### config.mk
export PLATFORM = sky130hd
export DESIGN_NAME = telnet_iac_stream_filter
export DESIGN_NICKNAME = d
export VERILOG_FILES = /design/src/rtl/tisf_pkg.sv /design/src/rtl/telnet_iac_stream_filter.sv /design/src/rtl/tisf_front.sv /design/src/rtl/tisf_jobq.sv /design/src/rtl/tisf_back.sv
export SDC_FILE = /design/constraint.sdc
export NUM_CORES = 1
export LEC_CHECK = 0
export BUFFER_PORTS_ARGS = -buffer_cell sky130_fd_sc_hd__buf_4
export CAP_MARGIN = 20
export CORE_MARGIN = 3
export CORE_UTILIZATION = 35
export DETAILED_ROUTE_END_ITERATION = 10
export PLACE_DENSITY = 0.54
export SLEW_MARGIN = 10
export SYNTH_ARGS = -nofsm -noshare
export SYNTH_HDL_FRONTEND = slang
export SYNTH_SLANG_ARGS = --single-unit
### constraint.sdc
create_clock -name clock -period 4.3 [get_ports clock]
set_input_delay 0.215 -clock clock [delete_from_list [all_inputs] [get_ports clock]]
set_output_delay 0.215 -clock clock [all_outputs]
set_load 0.03 [all_outputs]
### src/rtl/tisf_pkg.sv
`timescale 1ns / 1ps
// ----------------------------------------------------------------------------
// tisf_pkg
// Shared types, telnet byte codes and reply byte tables for the IAC filter.
// ----------------------------------------------------------------------------
package tisf_pkg;

   // telnet command and option bytes
   localparam logic [7:0] B_IAC        = 8'hFF;
   localparam logic [7:0] B_SB         = 8'hFA;
   localparam logic [7:0] B_DONT       = 8'hFE;
   localparam logic [7:0] B_DO         = 8'hFD;
   localparam logic [7:0] B_WONT       = 8'hFC;
   localparam logic [7:0] B_WILL       = 8'hFB;
   localparam logic [7:0] B_SE         = 8'hF0;
   localparam logic [7:0] B_NUL        = 8'h00;
   localparam logic [7:0] OPT_NAWS     = 8'h1F;
   localparam logic [7:0] OPT_TTYPE    = 8'h18;
   localparam logic [7:0] OPT_COMPRESS = 8'h54;

   // terminal type string
   localparam logic [7:0] TERM_C0 = 8'h78; // x
   localparam logic [7:0] TERM_C1 = 8'h74; // t
   localparam logic [7:0] TERM_C2 = 8'h65; // e
   localparam logic [7:0] TERM_C3 = 8'h72; // r
   localparam logic [7:0] TERM_C4 = 8'h6D; // m

   // register indexes on the csr port
   localparam int          CSR_ADDR_W    = 4;
   localparam logic [1:0]  REG_COMP_ALLOW = 2'd0;
   localparam logic [1:0]  REG_COLUMNS    = 2'd1;
   localparam logic [1:0]  REG_ROWS       = 2'd2;

   localparam logic [15:0] COLUMNS_RESET = 16'd80;
   localparam logic [15:0] ROWS_RESET    = 16'd24;

   // job queue between parser and sequencer
   localparam int JOBQ_DEPTH = 4;
   localparam int JOBQ_PTR_W = $clog2(JOBQ_DEPTH);
   localparam int JOBQ_CNT_W = $clog2(JOBQ_DEPTH + 1);

   // byte index within one reply run (longest run is 12 bytes)
   localparam int IDX_W = 4;

   typedef enum logic [7:0] {
      ST_STREAM = 8'b0000_0001,
      ST_IAC    = 8'b0000_0010,
      ST_DO     = 8'b0000_0100,
      ST_DONT   = 8'b0000_1000,
      ST_WILL   = 8'b0001_0000,
      ST_WONT   = 8'b0010_0000,
      ST_SB     = 8'b0100_0000,
      ST_SB_IAC = 8'b1000_0000
   } parser_state_type;

   typedef enum logic [1:0] {
      JOB_DATA  = 2'd0,   // one data byte to the terminal
      JOB_REPLY = 2'd1,   // IAC cmd opt
      JOB_NAWS  = 2'd2,   // WILL NAWS plus window-size report
      JOB_TTYPE = 2'd3    // terminal-type subnegotiation reply
   } job_kind_type;

   typedef struct packed {
      job_kind_type kind;
      logic [7:0]   cmd;
      logic [7:0]   opt;     // data byte for JOB_DATA
      logic         comp_on; // compression flag after this request
   } job_type;

   function automatic logic [IDX_W-1:0] job_last(input job_kind_type kind);
      logic [IDX_W-1:0] r;
      case (kind)
         JOB_DATA:  r = IDX_W'(0);
         JOB_REPLY: r = IDX_W'(2);
         JOB_NAWS:  r = IDX_W'(11);
         JOB_TTYPE: r = IDX_W'(10);
         default:   r = IDX_W'(0);
      endcase
      return r;
   endfunction

   function automatic logic [7:0] job_byte(input job_type job, input logic [IDX_W-1:0] idx,
                                            input logic [15:0] cols,
                                            input logic [15:0] rows);
      logic [7:0] r;
      r = B_NUL;
      case (job.kind)
         JOB_DATA: r = job.opt;
         JOB_REPLY: begin
            case (idx)
               4'd0:    r = B_IAC;
               4'd1:    r = job.cmd;
               default: r = job.opt;
            endcase
         end
         JOB_NAWS: begin
            case (idx)
               4'd0:    r = B_IAC;
               4'd1:    r = B_WILL;
               4'd2:    r = OPT_NAWS;
               4'd3:    r = B_IAC;
               4'd4:    r = B_SB;
               4'd5:    r = OPT_NAWS;
               4'd6:    r = cols[15:8];
               4'd7:    r = cols[7:0];
               4'd8:    r = rows[15:8];
               4'd9:    r = rows[7:0];
               4'd10:   r = B_IAC;
               default: r = B_SE;
            endcase
         end
         JOB_TTYPE: begin
            case (idx)
               4'd0:    r = B_IAC;
               4'd1:    r = B_SB;
               4'd2:    r = OPT_TTYPE;
               4'd3:    r = B_NUL;
               4'd4:    r = TERM_C0;
               4'd5:    r = TERM_C1;
               4'd6:    r = TERM_C2;
               4'd7:    r = TERM_C3;
               4'd8:    r = TERM_C4;
               4'd9:    r = B_IAC;
               default: r = B_SE;
            endcase
         end
         default: r = B_NUL;
      endcase
      return r;
   endfunction

endpackage

### src/rtl/telnet_iac_stream_filter.sv
`timescale 1ns / 1ps
// ----------------------------------------------------------------------------
// telnet_iac_stream_filter
// Telnet receive filter: forwards data bytes and answers option requests.
// ----------------------------------------------------------------------------
// Received server bytes enter on the req_ channel, one byte per request.
// Every result leaves on the rsp_ channel: destination 0 is a data byte for
// the terminal, destination 1 a reply byte for the server; last_of_run marks
// the final result of one request and compression_on the flag after it.
// Requests that cause nothing (NUL, command prefixes, dropped bytes) produce
// no response.
// The parser classifies a request in the cycle it is accepted and queues one
// job (four deep); the sequencer emits one result byte per cycle from the
// head job unless rsp_stall holds it; a job passes the queue and then the
// response register. Unstalled, data runs at one request per cycle. A request
// holds the sequencer for all its results (3 for a short reply, 11 for terminal
// type, 12 for window size); the parser keeps accepting until the queue fills.
// While rsp_stall is high a valid response register holds its value and the
// queue absorbs further requests; req_stall rises when the queue is full.
// Reset puts the parser in stream state, clears the compression flag and
// loads the registers with their defaults (80 columns, 24 rows).
// ----------------------------------------------------------------------------
module telnet_iac_stream_filter (
   input  logic                            clock,
   input  logic                            reset,
   input  logic                            req_valid,
   output logic                            req_stall,
   input  logic [7:0]                      req_rx_byte,
   output logic                            rsp_valid,
   input  logic                            rsp_stall,
   output logic                            rsp_destination,
   output logic [7:0]                      rsp_out_byte,
   output logic                            rsp_last_of_run,
   output logic                            rsp_compression_on,
   input  logic                            psel,
   input  logic                            penable,
   input  logic                            pwrite,
   input  logic [tisf_pkg::CSR_ADDR_W-1:0] paddr,
   input  logic [31:0]                     pwdata,
   output logic [31:0]                     prdata,
   output logic                            pready
);
   import tisf_pkg::*;

   logic        comp_allow_ff;
   logic [15:0] columns_ff;
   logic [15:0] rows_ff;
   logic        csr_write;
   logic [1:0]  reg_sel;

   logic        q_full;
   logic        push;
   job_type     push_job;
   logic        pop;
   logic        head_valid;
   job_type     head_job;

   assign pready    = 1'b1;
   assign reg_sel   = paddr[3:2];
   assign csr_write = psel && penable && pwrite;

   always_ff @(posedge clock) begin
      if (reset) begin
         comp_allow_ff <= 1'b0;
         columns_ff    <= COLUMNS_RESET;
         rows_ff       <= ROWS_RESET;
      end else if (csr_write) begin
         case (reg_sel)
            REG_COMP_ALLOW: comp_allow_ff <= pwdata[0];
            REG_COLUMNS:    columns_ff    <= pwdata[15:0];
            REG_ROWS:       rows_ff       <= pwdata[15:0];
            default:        ;
         endcase
      end
   end

   always_comb begin
      case (reg_sel)
         REG_COMP_ALLOW: prdata = {31'd0, comp_allow_ff};
         REG_COLUMNS:    prdata = {16'd0, columns_ff};
         REG_ROWS:       prdata = {16'd0, rows_ff};
         default:        prdata = 32'd0;
      endcase
   end

   assign req_stall = q_full;

   tisf_front u_front (
      .clock        (clock),
      .reset        (reset),
      .req_valid    (req_valid),
      .req_rx_byte  (req_rx_byte),
      .q_full       (q_full),
      .comp_allowed (comp_allow_ff),
      .push         (push),
      .push_job     (push_job)
   );

   tisf_jobq u_jobq (
      .clock      (clock),
      .reset      (reset),
      .push       (push),
      .push_job   (push_job),
      .pop        (pop),
      .full       (q_full),
      .head_valid (head_valid),
      .head_job   (head_job)
   );

   tisf_back u_back (
      .clock              (clock),
      .reset              (reset),
      .head_valid         (head_valid),
      .head_job           (head_job),
      .columns            (columns_ff),
      .rows               (rows_ff),
      .pop                (pop),
      .rsp_valid          (rsp_valid),
      .rsp_stall          (rsp_stall),
      .rsp_destination    (rsp_destination),
      .rsp_out_byte       (rsp_out_byte),
      .rsp_last_of_run    (rsp_last_of_run),
      .rsp_compression_on (rsp_compression_on)
   );

endmodule

### src/rtl/tisf_front.sv
`timescale 1ns / 1ps
// ----------------------------------------------------------------------------
// tisf_front
// Telnet parser: accepts received bytes, tracks command state and turns each
// byte into at most one output job for the sequencer.
// ----------------------------------------------------------------------------
module tisf_front (
   input  logic             clock,
   input  logic             reset,
   input  logic             req_valid,
   input  logic [7:0]       req_rx_byte,
   input  logic             q_full,
   input  logic             comp_allowed,
   output logic             push,
   output tisf_pkg::job_type push_job
);
   import tisf_pkg::*;

   parser_state_type state_ff, state_in;
   logic             comp_ff, comp_in;
   logic             accept;
   logic             has_job;
   job_kind_type     kind;
   logic [7:0]       cmd;
   logic [7:0]       c;

   assign accept = req_valid && !q_full;
   assign c      = req_rx_byte;

   always_comb begin
      state_in = ST_STREAM;
      comp_in  = comp_ff;
      has_job  = 1'b0;
      kind     = JOB_DATA;
      cmd      = B_NUL;
      case (state_ff)
         ST_STREAM: begin
            if (c == B_IAC) begin
               state_in = ST_IAC;
            end else if (c != B_NUL) begin
               has_job = 1'b1;
            end
         end
         ST_IAC: begin
            if (c == B_IAC) begin
               has_job = 1'b1;   // escaped 0xFF data byte
            end else if (c == B_SB) begin
               state_in = ST_SB;
            end else if (c == B_DONT) begin
               state_in = ST_DONT;
            end else if (c == B_DO) begin
               state_in = ST_DO;
            end else if (c == B_WONT) begin
               state_in = ST_WONT;
            end else if (c == B_WILL) begin
               state_in = ST_WILL;
            end
         end
         ST_SB: begin
            state_in = ST_SB;
            if (c == B_IAC) begin
               state_in = ST_SB_IAC;
            end else if (c == OPT_TTYPE) begin
               has_job = 1'b1;
               kind    = JOB_TTYPE;
            end else if (c == OPT_COMPRESS) begin
               comp_in = 1'b1;
            end
         end
         ST_SB_IAC: begin
            state_in = (c == B_SE) ? ST_STREAM : ST_SB;
         end
         ST_WILL: begin
            if (c == OPT_COMPRESS && comp_allowed) begin
               has_job = 1'b1;
               kind    = JOB_REPLY;
               cmd     = B_DO;
            end
         end
         ST_DO: begin
            has_job = 1'b1;
            if (c == OPT_NAWS) begin
               kind = JOB_NAWS;
            end else if (c == OPT_TTYPE) begin
               kind = JOB_REPLY;
               cmd  = B_WILL;
            end else begin
               kind = JOB_REPLY;
               cmd  = B_WONT;
            end
         end
         default: state_in = ST_STREAM; // DONT, WONT: option byte dropped
      endcase
   end

   always_ff @(posedge clock) begin
      if (reset) begin
         state_ff <= ST_STREAM;
         comp_ff  <= 1'b0;
      end else if (accept) begin
         state_ff <= state_in;
         comp_ff  <= comp_in;
      end
   end

   assign push             = accept && has_job;
   assign push_job.kind    = kind;
   assign push_job.cmd     = cmd;
   assign push_job.opt     = c;
   assign push_job.comp_on = comp_in;

   a_comp_sticky: assert property (@(posedge clock) disable iff (reset)
      comp_ff |=> comp_ff)
      else $error("compression flag cleared");

   a_no_push_when_full: assert property (@(posedge clock) disable iff (reset)
      q_full |-> !push)
      else $error("job pushed into full queue");

   a_iac_from_stream: assert property (@(posedge clock) disable iff (reset)
      (state_ff == ST_IAC) |-> $past(state_ff == ST_STREAM || state_ff == ST_IAC))
      else $error("IAC state entered from unexpected state");

endmodule

### src/rtl/tisf_jobq.sv
`timescale 1ns / 1ps
// ----------------------------------------------------------------------------
// tisf_jobq
// Small register FIFO of jobs between the parser and the byte sequencer.
// ----------------------------------------------------------------------------
module tisf_jobq (
   input  logic              clock,
   input  logic              reset,
   input  logic              push,
   input  tisf_pkg::job_type push_job,
   input  logic              pop,
   output logic              full,
   output logic              head_valid,
   output tisf_pkg::job_type head_job
);
   import tisf_pkg::*;

   job_type                 mem_ff [JOBQ_DEPTH];
   logic [JOBQ_PTR_W-1:0]   wr_ptr_ff, rd_ptr_ff;
   logic [JOBQ_CNT_W-1:0]   count_ff, count_in;

   assign full       = (count_ff == JOBQ_CNT_W'(JOBQ_DEPTH));
   assign head_valid = (count_ff != '0);
   assign head_job   = mem_ff[rd_ptr_ff];

   always_comb begin
      count_in = count_ff;
      if (push && !pop) begin
         count_in = count_ff + 1'b1;
      end else if (pop && !push) begin
         count_in = count_ff - 1'b1;
      end
   end

   always_ff @(posedge clock) begin
      if (reset) begin
         wr_ptr_ff <= '0;
         rd_ptr_ff <= '0;
         count_ff  <= '0;
      end else begin
         count_ff <= count_in;
         if (push) begin
            wr_ptr_ff <= wr_ptr_ff + 1'b1;
         end
         if (pop) begin
            rd_ptr_ff <= rd_ptr_ff + 1'b1;
         end
      end
   end

   always_ff @(posedge clock) begin
      if (push) begin
         mem_ff[wr_ptr_ff] <= push_job;
      end
   end

   a_no_pop_empty: assert property (@(posedge clock) disable iff (reset)
      pop |-> head_valid)
      else $error("pop from empty job queue");

   a_count_bound: assert property (@(posedge clock) disable iff (reset)
      count_ff <= JOBQ_CNT_W'(JOBQ_DEPTH))
      else $error("job queue count overflow");

   a_ptr_gap: assert property (@(posedge clock) disable iff (reset)
      (count_ff == '0) |-> (wr_ptr_ff == rd_ptr_ff))
      else $error("job queue pointers disagree with count");

endmodule

### src/rtl/tisf_back.sv
`timescale 1ns / 1ps
// ----------------------------------------------------------------------------
// tisf_back
// Byte sequencer: walks the head job one byte per cycle into the response
// register unless rsp_stall holds it, and pops the job as its last byte loads.
// ----------------------------------------------------------------------------
module tisf_back (
   input  logic              clock,
   input  logic              reset,
   input  logic              head_valid,
   input  tisf_pkg::job_type head_job,
   input  logic [15:0]       columns,
   input  logic [15:0]       rows,
   output logic              pop,
   output logic              rsp_valid,
   input  logic              rsp_stall,
   output logic              rsp_destination,
   output logic [7:0]        rsp_out_byte,
   output logic              rsp_last_of_run,
   output logic              rsp_compression_on
);
   import tisf_pkg::*;

   logic [IDX_W-1:0] idx_ff;
   logic [IDX_W-1:0] last_idx;
   logic             out_load;
   logic             at_last;
   logic             valid_ff;
   logic             dest_ff;
   logic [7:0]       byte_ff;
   logic             last_ff;
   logic             comp_ff;

   assign last_idx = job_last(head_job.kind);
   assign at_last  = (idx_ff == last_idx);
   assign out_load = head_valid && (!valid_ff || !rsp_stall);
   assign pop      = out_load && at_last;

   always_ff @(posedge clock) begin
      if (reset) begin
         idx_ff   <= '0;
         valid_ff <= 1'b0;
      end else begin
         if (out_load) begin
            idx_ff   <= at_last ? '0 : idx_ff + 1'b1;
            valid_ff <= 1'b1;
         end else if (!rsp_stall) begin
            valid_ff <= 1'b0;
         end
      end
   end

   always_ff @(posedge clock) begin
      if (out_load) begin
         dest_ff <= (head_job.kind != JOB_DATA);
         byte_ff <= job_byte(head_job, idx_ff, columns, rows);
         last_ff <= at_last;
         comp_ff <= head_job.comp_on;
      end
   end

   assign rsp_valid          = valid_ff;
   assign rsp_destination    = dest_ff;
   assign rsp_out_byte       = byte_ff;
   assign rsp_last_of_run    = last_ff;
   assign rsp_compression_on = comp_ff;

   a_idx_in_run: assert property (@(posedge clock) disable iff (reset)
      head_valid |-> (idx_ff <= last_idx))
      else $error("byte index past end of run");

   a_idx_wraps: assert property (@(posedge clock) disable iff (reset)
      pop |=> (idx_ff == '0))
      else $error("byte index not cleared after run");

   a_data_single: assert property (@(posedge clock) disable iff (reset)
      (valid_ff && !dest_ff) |-> last_ff)
      else $error("data byte not marked last of run");

endmodule
After elaboration in Yosys (flattened, before gate mapping)
Memories as Yosys holds them, arrays and structs flattened. A register that Yosys moved wholly into a read port is not among the register bits.
Cells that the tools add are included.
Word-level totals
  register bits: 65
  RAM bits: 76
  bits in read-only memories: 128
  input port bits: 51
  output and inout bits: 46
  logic and storage cells: 128
  memories kept: 2
Memories
  (name not given): words 16, bits a word 8, read ports 1, clocked after memory_dff 1, wr ports 0, line tisf_pkg.sv:113  | case (idx)
  u_jobq.mem_ff: words 4, bits a word 19, read ports 1, clocked after memory_dff 1, wr ports 1, line tisf_jobq.sv:18  | job_type mem_ff [JOBQ_DEPTH];
Operators by class
  add/sub/neg operators: 5
  equal/unequal tests: 34
  muxes and demuxes: 46
  reductions and logical operators: 27
Operator list (count)
  $eq 8x8->1 const B: 8
  $mux 8: 8
  $pmux 8 s4: 2
  $pmux 8 s8: 1
  $pmux 16 s3: 1
  $pmux 8 s2: 2
  $eq 8x5->1 const B: 3
  $eq 4x3->1 const B: 4
  $eq 8x7->1 const B: 2
  $pmux 4 s4: 1
  $mux 1: 15
  $eq 4x4->1 const B: 3
  $mux 2: 6
  $mux 4: 3
  $logic_and 1x1->1: 9
  $mux 3: 3
  $eq 4x2->1 const B: 2
  $eq 8x1->1 const B: 1
  $eq 8x2->1 const B: 1
  $eq 8x3->1 const B: 1
  $reduce_bool 8->1: 1
  $mux 7: 1
  $eq 2x2->1 const B: 3
  $pmux 2 s3: 1
  20 further kinds: 30

Logic depth before layout (Yosys ltp)
Gate-level depths: netlist of run 1.
  depth in word-level cells: 9
  gate-level depth with buffers: 13

Cells and area by module
A second synthesis of run 1 with hierarchy kept.
Second synthesis, totals
  cells, all modules: 685
  area, all modules: 7913.8 um^2
By module, submodules not included
  tisf_jobq: times used 1, cells each 143, area an instance 3215.6 um^2
  tisf_back: times used 1, cells each 241, area an instance 2055.7 um^2
  telnet_iac_stream_filter: times used 1, cells each 173, area an instance 1729.2 um^2
  tisf_front: times used 1, cells each 128, area an instance 913.4 um^2

Worst setup path after synthesis of run 1
No wires, ideal clock.
  path kind: register -> register
  start: reg (tool-made name)
  end: reg u_jobq.count_ff[2]
  arrival time: 2959 ps
  data required time: 4230 ps
  setup slack: 1270 ps
  stages on the path, launching flop included: 12
  path through: dfxtp_1 > buf_6 > mux4_2 > xnor2_1 > a32o_1 > a21oi_1 > ha_1 > inv_1 > fa_1 > xor2_1 > or3_1 > a21oi_1
RTL lines
  to (signal assigned): line tisf_jobq.sv:41  | count_ff <= count_in;
  to (decl): line tisf_jobq.sv:20  | logic [JOBQ_CNT_W-1:0] count_ff, count_in;

==> metrics.md, run 1 <==
| Metric | Value |
|---|---|
| Buffers on Ports | 61 |
| Starting DRT DRC Count | ~370 |
| ANT cells | 0 |
| Highest clock rate | 0.287 GHz |
| Largest net degree at the start of global routing | between 50 and 60 |
| Power per Cell Area | ~560 nW/µm² |
| Initial antenna violation count | 0 |
| Core region area | 18,800 µm² |
| H-tree levels | 4 |
| Async SR Flop Fraction | 0% |
| Post-synth EDFFs | ~70 |
| Seq/Total Area, Yosys | roughly half |
| ANT nets after route | 0 |
| Startpoint Class | flop |
| Syn avg cell area | roughly 10 µm² |
| Gr usage total | 16.7% |
| Hpwl dp | around 12 mm |
| DR pass1 iterations | 5 |
| Hold Path Origin | pwdata[6] |
| CTS clk-pin slew, worst paths | 0.06 ns |
| Synthesized area | roughly 6700 µm² |
| R2R Path End | u_jobq.count_ff[2] |
| Most common cell after layout, fill and taps aside | nand2_1 |
| Slew @ Worst Pin | ~0.86 ns |
| WL final | roughly 17 mm |
| Worst Path Required | roughly 4.6 ns |
| Hold WS | around 0.030 ns |
| Top_reg_cell synth | edfxtp_1 |
| Cells on worst reg2reg path | 10 |
| Worst R2R Setup Slack | approximately 0.82 ns |
| CP arrival | 3.83 ns |
| CTS Sinks | about 130 |
| P_leak | about 2.8 nW |
| Wire length of the first global-routing pass | between 20 and 30 mm |
| Crit share post-route | between 80 and 90% |
| Routability cong. | slightly above 0.8 |
| Vias/cell | approximately 5.4 |
| Syn. warnings | 0 |
| Ports | slightly below 100 |
| FF+latch count, synth | roughly 130 |
| CTS max path bufs | 2 |
| Worst rel slew slack | between 40 and 50% |
| Critical path endpoint category | flop |
| # DRC | 0 |
| Crit Path Class | reg2reg |
| Final setup viols | 0 |
| Total CTS buffers | 17 |
| Layout cells sized above 1 | about 17% |
| Post_cts resized | 0 |
| Hold Path Stages | 3 |
| Slew Limit Fails | 0 |
| Die height | 145 µm |
| Via count | ~5,100 |
| Initial core utilization | around 36% |
| Nets@finish | 766 |
| CTS tree | yes |
| Fin crit period | approximately 3.5 ns |
| Multi-input gate area | roughly 3000 µm² |
| Die area | roughly 21,000 µm² |
| Die width | between 100 and 150 µm |
| Crit path max fanout | 7 |
| Area Growth Syn to Fin | 16.4% |
| Post-synth cell types | between 70 and 80 |
| Peak VDD IR | roughly 0.34 mV |
| Overflow after GRT | 0 |
| Layout fillers | roughly 1,800 |
| Unrepaired setup endpoints after global routing | no |
| Avg WL per Cell | about 18 µm |
| Maximum Capacitance Violations | 0 |
| Final hold vios | 0 |
| Status | complete, no violations |
| # rows | 50 |
| Reg area | 3390 µm² |
| Postcts setup bufs | 0 |
| Vias in the first global route | approximately 5,000 |
| Most frequent cells in the layout | 95 x nand2_1, 71 x edfxtp_1, 67 x buf_4 |
| Clock Root Buffer | clkbuf_16 |
| # hold bufs at CTS | 0 |
| TNS Setup | 0 ns |
| Worst hold endpoint | columns_ff[6] |
| Min-delay worst type | in2reg |
| Setup Skew | roughly 0.0067 ns |
| Mapped Cells | between 600 and 700 |
| Clk_lat worst skew | approximately 0.42 ns |
## where the power goes
part	leakage, nW	internal [mW]	switching (mW)
logic	1.37	0.518	0.887
registers	1.17	1.58	0.0988
clock network	0.265	0.749	0.585
total	2.81	2.84	1.57
## worst max path at each step
stage	start	to
6_report	flop	u_jobq.count_ff[2]
5_1_grt	flop	u_jobq.count_ff[2]
4_1_cts	flop	u_jobq.count_ff[2]
3_5_place_dp	flop	u_jobq.count_ff[2]
3_3_place_gp	flop	u_jobq.count_ff[2]
2_1_floorplan	flop	u_jobq.count_ff[2]
## synthesized netlist by cell type (all sizes together), types with 6 or more instances
library cell,n,area share (%)
nand4,8,0.74
nor2b,7,0.65
nand3,13,0.97
edfxtp,71,32
xnor2,6,0.78
inv,17,0.95
a22oi,16,1.8
and3,8,0.74
nor3,15,1.1
and2,7,0.65
a21oi,58,4.3
o22ai,15,1.4
mux4,17,5.9
buf,28,2.8
dfxtp,63,19
clkbuf,29,1.6
nor2,42,2.5
o21ai,17,1.3
a22o,15,2.0
ha,16,3.0
nand2,95,5.3
## worst max-delay path, stage by stage, from the launching register on
cell and delay (ns):
dfxtp_1 0.48, mux4_2 0.64, xnor2_1 0.17, a32o_1 0.29, a21oi_1 0.41, ha_1 0.28
inv_1 0.08, fa_1 0.43, xor2_1 0.18, or3_1 0.32, a21oi_1 0.14
## through the flow
| step | area [µm²] | utilization, % | worst slack (ns) | power, mW | instances |
|---|---|---|---|---|---|
| after CTS | 7820 | 41.7 | 0.824 | 4.45 | 945 |
| after floorplan | 6780 | - | 1.27 | 2.68 | 669 |
| after global routing | 7820 | 41.7 | 0.619 | 4.67 | 945 |
| final | 7820 | 41.7 | 0.817 | 4.42 | 945 |
| after detailed placement | 7280 | 38.8 | 0.836 | 3.10 | 913 |
| after global placement | 7280 | 38.8 | 0.943 | 3.07 | 913 |
## sequential cells by signal (all words and copies together) (netlist names), named ones only
signal                     cells
rows_ff                       16
u_front.comp_ff                1
u_jobq.wr_ptr_ff               2
u_back.rsp_last_of_run         1
u_jobq.rd_ptr_ff               2
u_back.idx_ff                  4
u_back.rsp_destination         1
u_back.rsp_valid               1
u_back.rsp_compression_on      1
u_front.state_ff               8
u_jobq.count_ff                3
u_back.rsp_out_byte            8
comp_allow_ff                  1
u_jobq.mem_ff                 60
columns_ff                    16
## final cells by class
| type | count | area share (%) |
|---|---|---|
| Inverter | 17 | 0.816 |
| Sequential cell | 134 | 43.4 |
| Clock inverter | 15 | 1.52 |
| Multi-Input combinational cell | 461 | 38.7 |
| Timing Repair Buffer | 67 | 6.43 |
| Clock buffer | 17 | 5.44 |
| Tap cell | 234 | 3.74 |
## cell families (layout without fill, tap and decap cells)
| logic type | Yosys count | in the layout | synth area share (%) |
|---|---|---|---|
| mux | 23 | 23 | 6.77 |
| flops | 134 | 134 | 50.5 |
| compound gates | 164 | 164 | 16.1 |
| simple gates | 229 | 229 | 16.5 |
| xor+xnor | 11 | 11 | 1.43 |
| buf+inv | 74 | 116 | 5.34 |
| fa+ha+maj | 17 | 17 | 3.28 |
| other cells | 2 | 17 | 0.112 |
## routing by layer
metal  vias to the layer above  GRT usage (%)  routed length (µm)
met5                         -              0                   0
met4                         0           5.55                 211
met3                        15           3.24                 746
met2                       135           27.7                8480
met1                      2489           21.9                7320
li1                       2470              -                   -
Power figures use the tool's default switching activity.
==> run 2: changes to the inputs <==
Clock period 4.3 ns to 3.39 ns, I/O delays scaled along.
==> run 2 against run 1 <==
Compared with the run above: routed wire length increased by 0.79%; global-route usage increased by 0.051 points; first-iteration DRC count up 28%; largest power group unchanged.
==> metrics.md, run 2 (synthesis results as in run 1) <==
| Metric | Value |
|---|---|
| Status | complete, no violations |
| Nets@finish | slightly below 800 |
| Startpoint Class | flop |
| Avg WL per Cell | 17.4 µm |
| Starting DRT DRC Count | roughly 470 |
| Gr usage total | around 17% |
| WL final | around 17 mm |
| Largest net degree at the start of global routing | 56 |
| ANT nets after route | 0 |
| Die area | between 20,000 and 25,000 µm² |
| Worst Path Required | ~3.7 ns |
| CTS max path bufs | 2 |
| P_leak | 2.90 nW |
| Peak VDD IR | around 0.42 mV |
| Fin crit period | ~3.1 ns |
| Hpwl dp | around 12 mm |
| H-tree levels | 4 |
| Slew @ Worst Pin | 0.867 ns |
| ANT cells | 0 |
| Ports | between 90 and 100 |
| CP bufs+invs | 1 |
| Clk_lat worst skew | between 0.4 and 0.5 ns |
| Buffers on Ports | 61 |
| Dpl cells | between 900 and 1,000 |
| Crit Path Class | reg2reg |
| Crit share post-route | 91.3% |
| Area Growth Syn to Fin | 19.6% |
| Die height | ~140 µm |
| Most frequent cells in the layout | 95 x nand2_1, 78 x buf_4, 71 x edfxtp_1 |
| Routability cong. | between 0.8 and 0.9 |
| # rows | 50 |
| CTS Sinks | between 100 and 150 |
| Clock Root Buffer | clkbuf_16 |
| Overflow after GRT | 0 |
| Most common cell after layout, fill and taps aside | nand2_1 |
| Final cell count without fillers | ~970 |
| Slew Limit Fails | 0 |
| Biggest register | u_jobq.mem_ff |
| Final setup viols | 0 |
| Largest registers | u_jobq.mem_ff: 60 flops, columns_ff: 16 flops, rows_ff: 16 flops |
| DR pass1 iterations | 5 |
| Crit path max fanout | 6 |
| CP arrival | between 3 and 4 ns |
| Layout cells sized above 1 | between 10% and 20% |
| Power per Cell Area | 705 nW/µm² |
| Initial antenna violation count | 0 |
| Global route hottest layer | met2 |
| Max stage delay on crit path | approximately 0.6 ns |
| Worst R2R Setup Slack | 0.29 ns |
| # DRC | 0 |
| Highest clock rate | between 0.3 and 0.4 GHz |
| Final hold vios | 0 |
| Via count | ~5,200 |
| Max reg flops | 60 |
| Vias/cell | 5.34 |
| M1 GR Usage | between 20% and 30% |
| Maximum Capacitance Violations | 0 |
| Total CTS buffers | 17 |
| Final Util | approximately 43% |
| Met2 GRT Util | roughly 28% |
| Core region area | approximately 19,000 µm² |
| Vias in the first global route | approximately 5,100 |
| Min-delay worst type | in2reg |
| Layout fillers | between 1,500 and 2,000 |
| Critical path endpoint category | flop |
| Postcts setup bufs | 0 |
| Wire length of the first global-routing pass | 26.9 mm |
| Unrepaired setup endpoints after global routing | no |
| Critical-path cell list | mux4_2 > xnor2_1 > a32o_1 > a21oi_2 > ha_1 > inv_1 > fa_1 > xor2_1 > or3_1 > a21oi_1 |
| CTS tree | yes |
| CTS clk-pin slew, worst paths | around 0.06 ns |
| Die width | ~140 µm |
| Initial core utilization | between 30 and 40% |
| Met3 global-route usage | 3.44% |
| TNS Setup | 0 ns |
| Top Family by Delay on Critical Path | adder cells |
| Setup Skew | between 0.01 and 0.015 ns |
| CP max-delay cell | mux4_2 |
| Worst rel slew slack | 42.0% |
==> run 2: final timing paths <==
path / startpoint / endpoint / cells after the start
worst min register to register: rows_ff[13] / rows_ff[13] / 2
worst max-delay path: flop / u_jobq.count_ff[2] / 10
worst min-delay path: pwdata[14] / columns_ff[14] / 3
worst max register to register: flop / u_jobq.count_ff[2] / 10
==> run 2: worst min-delay path: stages <==
cell and delay, ns:
buf_4 0.11, nand2_1 0.05, a21oi_1 0.05
==> run 2: timing repair <==
item | 4_1_cts | 5_1_grt
gates resized for setup | 0 | 1
hold endpoints to repair | 23 | 0
hold buffers | 12 | 0
setup endpoints to repair | 0 | 1
==> run 2: per-stage QoR <==
step	instance area [µm²]	power [mW]	hold slack, ns	setup WS (ns)
floorplan	6780	3.40	0.268	0.360
global placement	7360	3.93	0.392	0.206
detailed placement	7360	3.97	0.401	0.143
CTS	8040	5.72	0.000406	0.126
global route	8040	6.02	0.0140	0.0577
finish	8040	5.67	0.0131	0.295
==> run 2: final cells by class <==
type                    count  area (µm²)  share of cell area, %
flip-flops and latches    134        3390                   42.2
multi-input cells         461        3030                   37.7
well taps                 234         293                   3.64
clock buffers              18         429                   5.34
repair buffers             90         706                   8.78
clock inverters            14         126                   1.57
inverters                  17        63.8                  0.794
==> run 2: routing by layer <==
metal / vias up / routed length (µm) / share of wire (%)
met4: 0 / 312 / 1.8
met2: 130 / 8470 / 50
li1: 2513 / - / -
met5: - / 0 / 0
met1: 2511 / 7310 / 43
met3: 18 / 788 / 4.7
==> run 2: report_power, final <==
part	leakage (nW)	switching [mW]	internal, mW	total [mW]
combinational	1.48	1.12	0.703	1.83
sequential	1.16	0.117	2.00	2.12
clock	0.257	0.713	1.01	1.73
total	2.90	1.95	3.71	5.67
==> run 3: changes to the inputs <==
Settings changed: PLACE_DENSITY 0.54 to unset.
==> run 3 against run 2 <==
Compared with the run above: combinational power about the same; die area unchanged; clock power increased by 4%; highest routed layer unchanged; global-route usage decreased by 0.070 points; routed wire length increased by 1.5%; via count increased by 2.4%; first-iteration DRC count decreased by 2.6%; utilization about the same; setup slack got worse by 0.073 ns; sequential share of layout area about the same.
==> metrics.md, run 3 (synthesis results as in run 1) <==
| Metric | Value |
|---|---|
| WL final | 17.1 mm |
| Via count | about 5,300 |
| Avg WL per Cell | 17.8 µm |
| Die area | 20,900 µm² |
| Crit share post-route | 93.5% |
| Critical-path cell list | mux4_2 > xnor2_1 > a32o_1 > a21oi_2 > ha_1 > inv_1 > fa_1 > xor2_1 > or3_1 > a21oi_1 |
| # rows | 50 |
| Crit path max fanout | 6 |
| Vias/cell | 5.50 |
| Clk_lat worst skew | approximately 0.42 ns |
| CTS Sinks | between 100 and 150 |
| Max reg flops | 60 |
| Setup Skew | 0.00943 ns |
| P_leak | between 2 and 3 nW |
| Fin crit period | about 3.2 ns |
| Vias in the first global route | 5,102 |
| Unrepaired setup endpoints after global routing | no |
| ANT nets after route | 0 |
| Largest net degree at the start of global routing | 56 |
| Total power | 5.78 mW |
| ANT cells | 0 |
| CTS tree | yes |
| CTS max path bufs | 2 |
| Overflow after GRT | 0 |
| Starting DRT DRC Count | ~460 |
| Critical path endpoint category | flop |
| Dpl cell area | about 7400 µm² |
| Initial core utilization | between 30% and 40% |
| Core region area | about 19,000 µm² |
| Layout cells sized above 1 | between 10% and 20% |
| Final hold vios | 0 |
| Total CTS buffers | 17 |
| Maximum Capacitance Violations | 0 |
| # DRC | 0 |
| CP max-delay cell | mux4_2 |
| Most common cell after layout, fill and taps aside | nand2_1 |
| Min-delay worst type | in2reg |
| TNS Setup | 0 ns |
| Buffers on Ports | just over 60 |
| Peak VDD IR | about 0.41 mV |
| Worst rel slew slack | 43.6% |
| Slew Limit Fails | 0 |
| Final instance area | about 8000 µm² |
| Final cell count without fillers | 964 |
| Routability cong. | ~0.83 |
| Startpoint Class | flop |
| DR pass1 iterations | 5 |
| CP arrival | roughly 3.5 ns |
| Largest registers | u_jobq.mem_ff: 60 flops, columns_ff: 16 flops, rows_ff: 16 flops |
| H-tree levels | 4 |
| CP bufs+invs | 1 |
| Highest clock rate | 0.316 GHz |
| Final setup viols | 0 |
| Area Growth Syn to Fin | 19.5% |
| Hpwl dp | approximately 12 mm |
| Die width | between 100 and 150 µm |
| Crit Path Class | reg2reg |
| Most frequent cells in the layout | 95 x nand2_1, 76 x buf_4, 71 x edfxtp_1 |
| Status | complete, no violations |
| Initial antenna violation count | 0 |
| Clock Root Buffer | clkbuf_16 |
| Nets@finish | 785 |
| CTS clk-pin slew, worst paths | approximately 0.060 ns |
| Gr usage total | ~17% |
| Dpl cells | between 900 and 1,000 |
| Worst Path Required | around 3.7 ns |
| Top Family by Delay on Critical Path | compound AO/OA/AOI/OAI gates |
| Max stage delay on crit path | 0.57 ns |
| Die height | approximately 140 µm |
| Power per Cell Area | roughly 720 nW/µm² |
| Slew @ Worst Pin | between 0.8 and 0.9 ns |
| Biggest register | u_jobq.mem_ff |
| Wire length of the first global-routing pass | between 20 and 30 mm |
| Ports | 97 |
## run 3: per-stage QoR
step,util [%],hold slack [ns],setup WS [ns]
floorplan,-,0.268,0.360
global placement,39.2,0.394,0.198
detailed placement,39.2,0.397,0.0714
CTS,42.7,0.000563,0.0650
global route,42.8,0.0128,0.00875
finish,42.8,0.0118,0.221
## run 3: what timing repair did
| item | CTS | global route |
|---|---|---|
| hold buffers | 9 | 0 |
| hold endpoints to repair | 21 | 0 |
| setup endpoints to repair | 0 | 2 |
| buffers inserted | 0 | 0 |
| gates resized for setup | 0 | 3 |
## run 3: final timing paths
path | start | endpoint | slack (ns) | cells past startpoint
setup / recovery | u_jobq.mem_ff[0][18] | u_jobq.count_ff[2] | 0.22 | 10
hold / removal | pwdata[8] | columns_ff[8] | 0.01 | 3
setup reg to reg | u_jobq.mem_ff[0][18] | u_jobq.count_ff[2] | 0.22 | 10
hold reg to reg | u_front.comp_ff | u_front.comp_ff | 0.47 | 2
## run 3: area by class of cell
type	count	area, µm²
Clock buffer	21	450
Clock inverter	11	126
Fill cell	1781	10700
Inverter	17	63.8
Multi-Input combinational cell	461	3030
Sequential cell	134	3390
Tap cell	234	293
Timing Repair Buffer	86	672
## run 3: report_power, final
group,internal (mW),switching [mW]
clock,1.11,0.696
sequential,2.00,0.117
combinational,0.707,1.15
total,3.81,1.96
## run 3: worst register-to-register path, cell delays in order, from the launching register on
cell      delay, ns
edfxtp_1       0.43
mux4_2         0.58
xnor2_1        0.18
a32o_1         0.29
a21oi_2        0.24
ha_1           0.22
inv_1          0.07
fa_1           0.42
xor2_1         0.18
or3_1          0.31
a21oi_1        0.18
## run 3: routing by layer
layer	GRT usage [%]	vias to the layer above	share of wire (%)
met1	21.6	2603	43
met3	3.51	27	4.9
li1	-	2501	-
met2	27.4	167	49
met4	6.33	0	2.3
met5	0	-	0
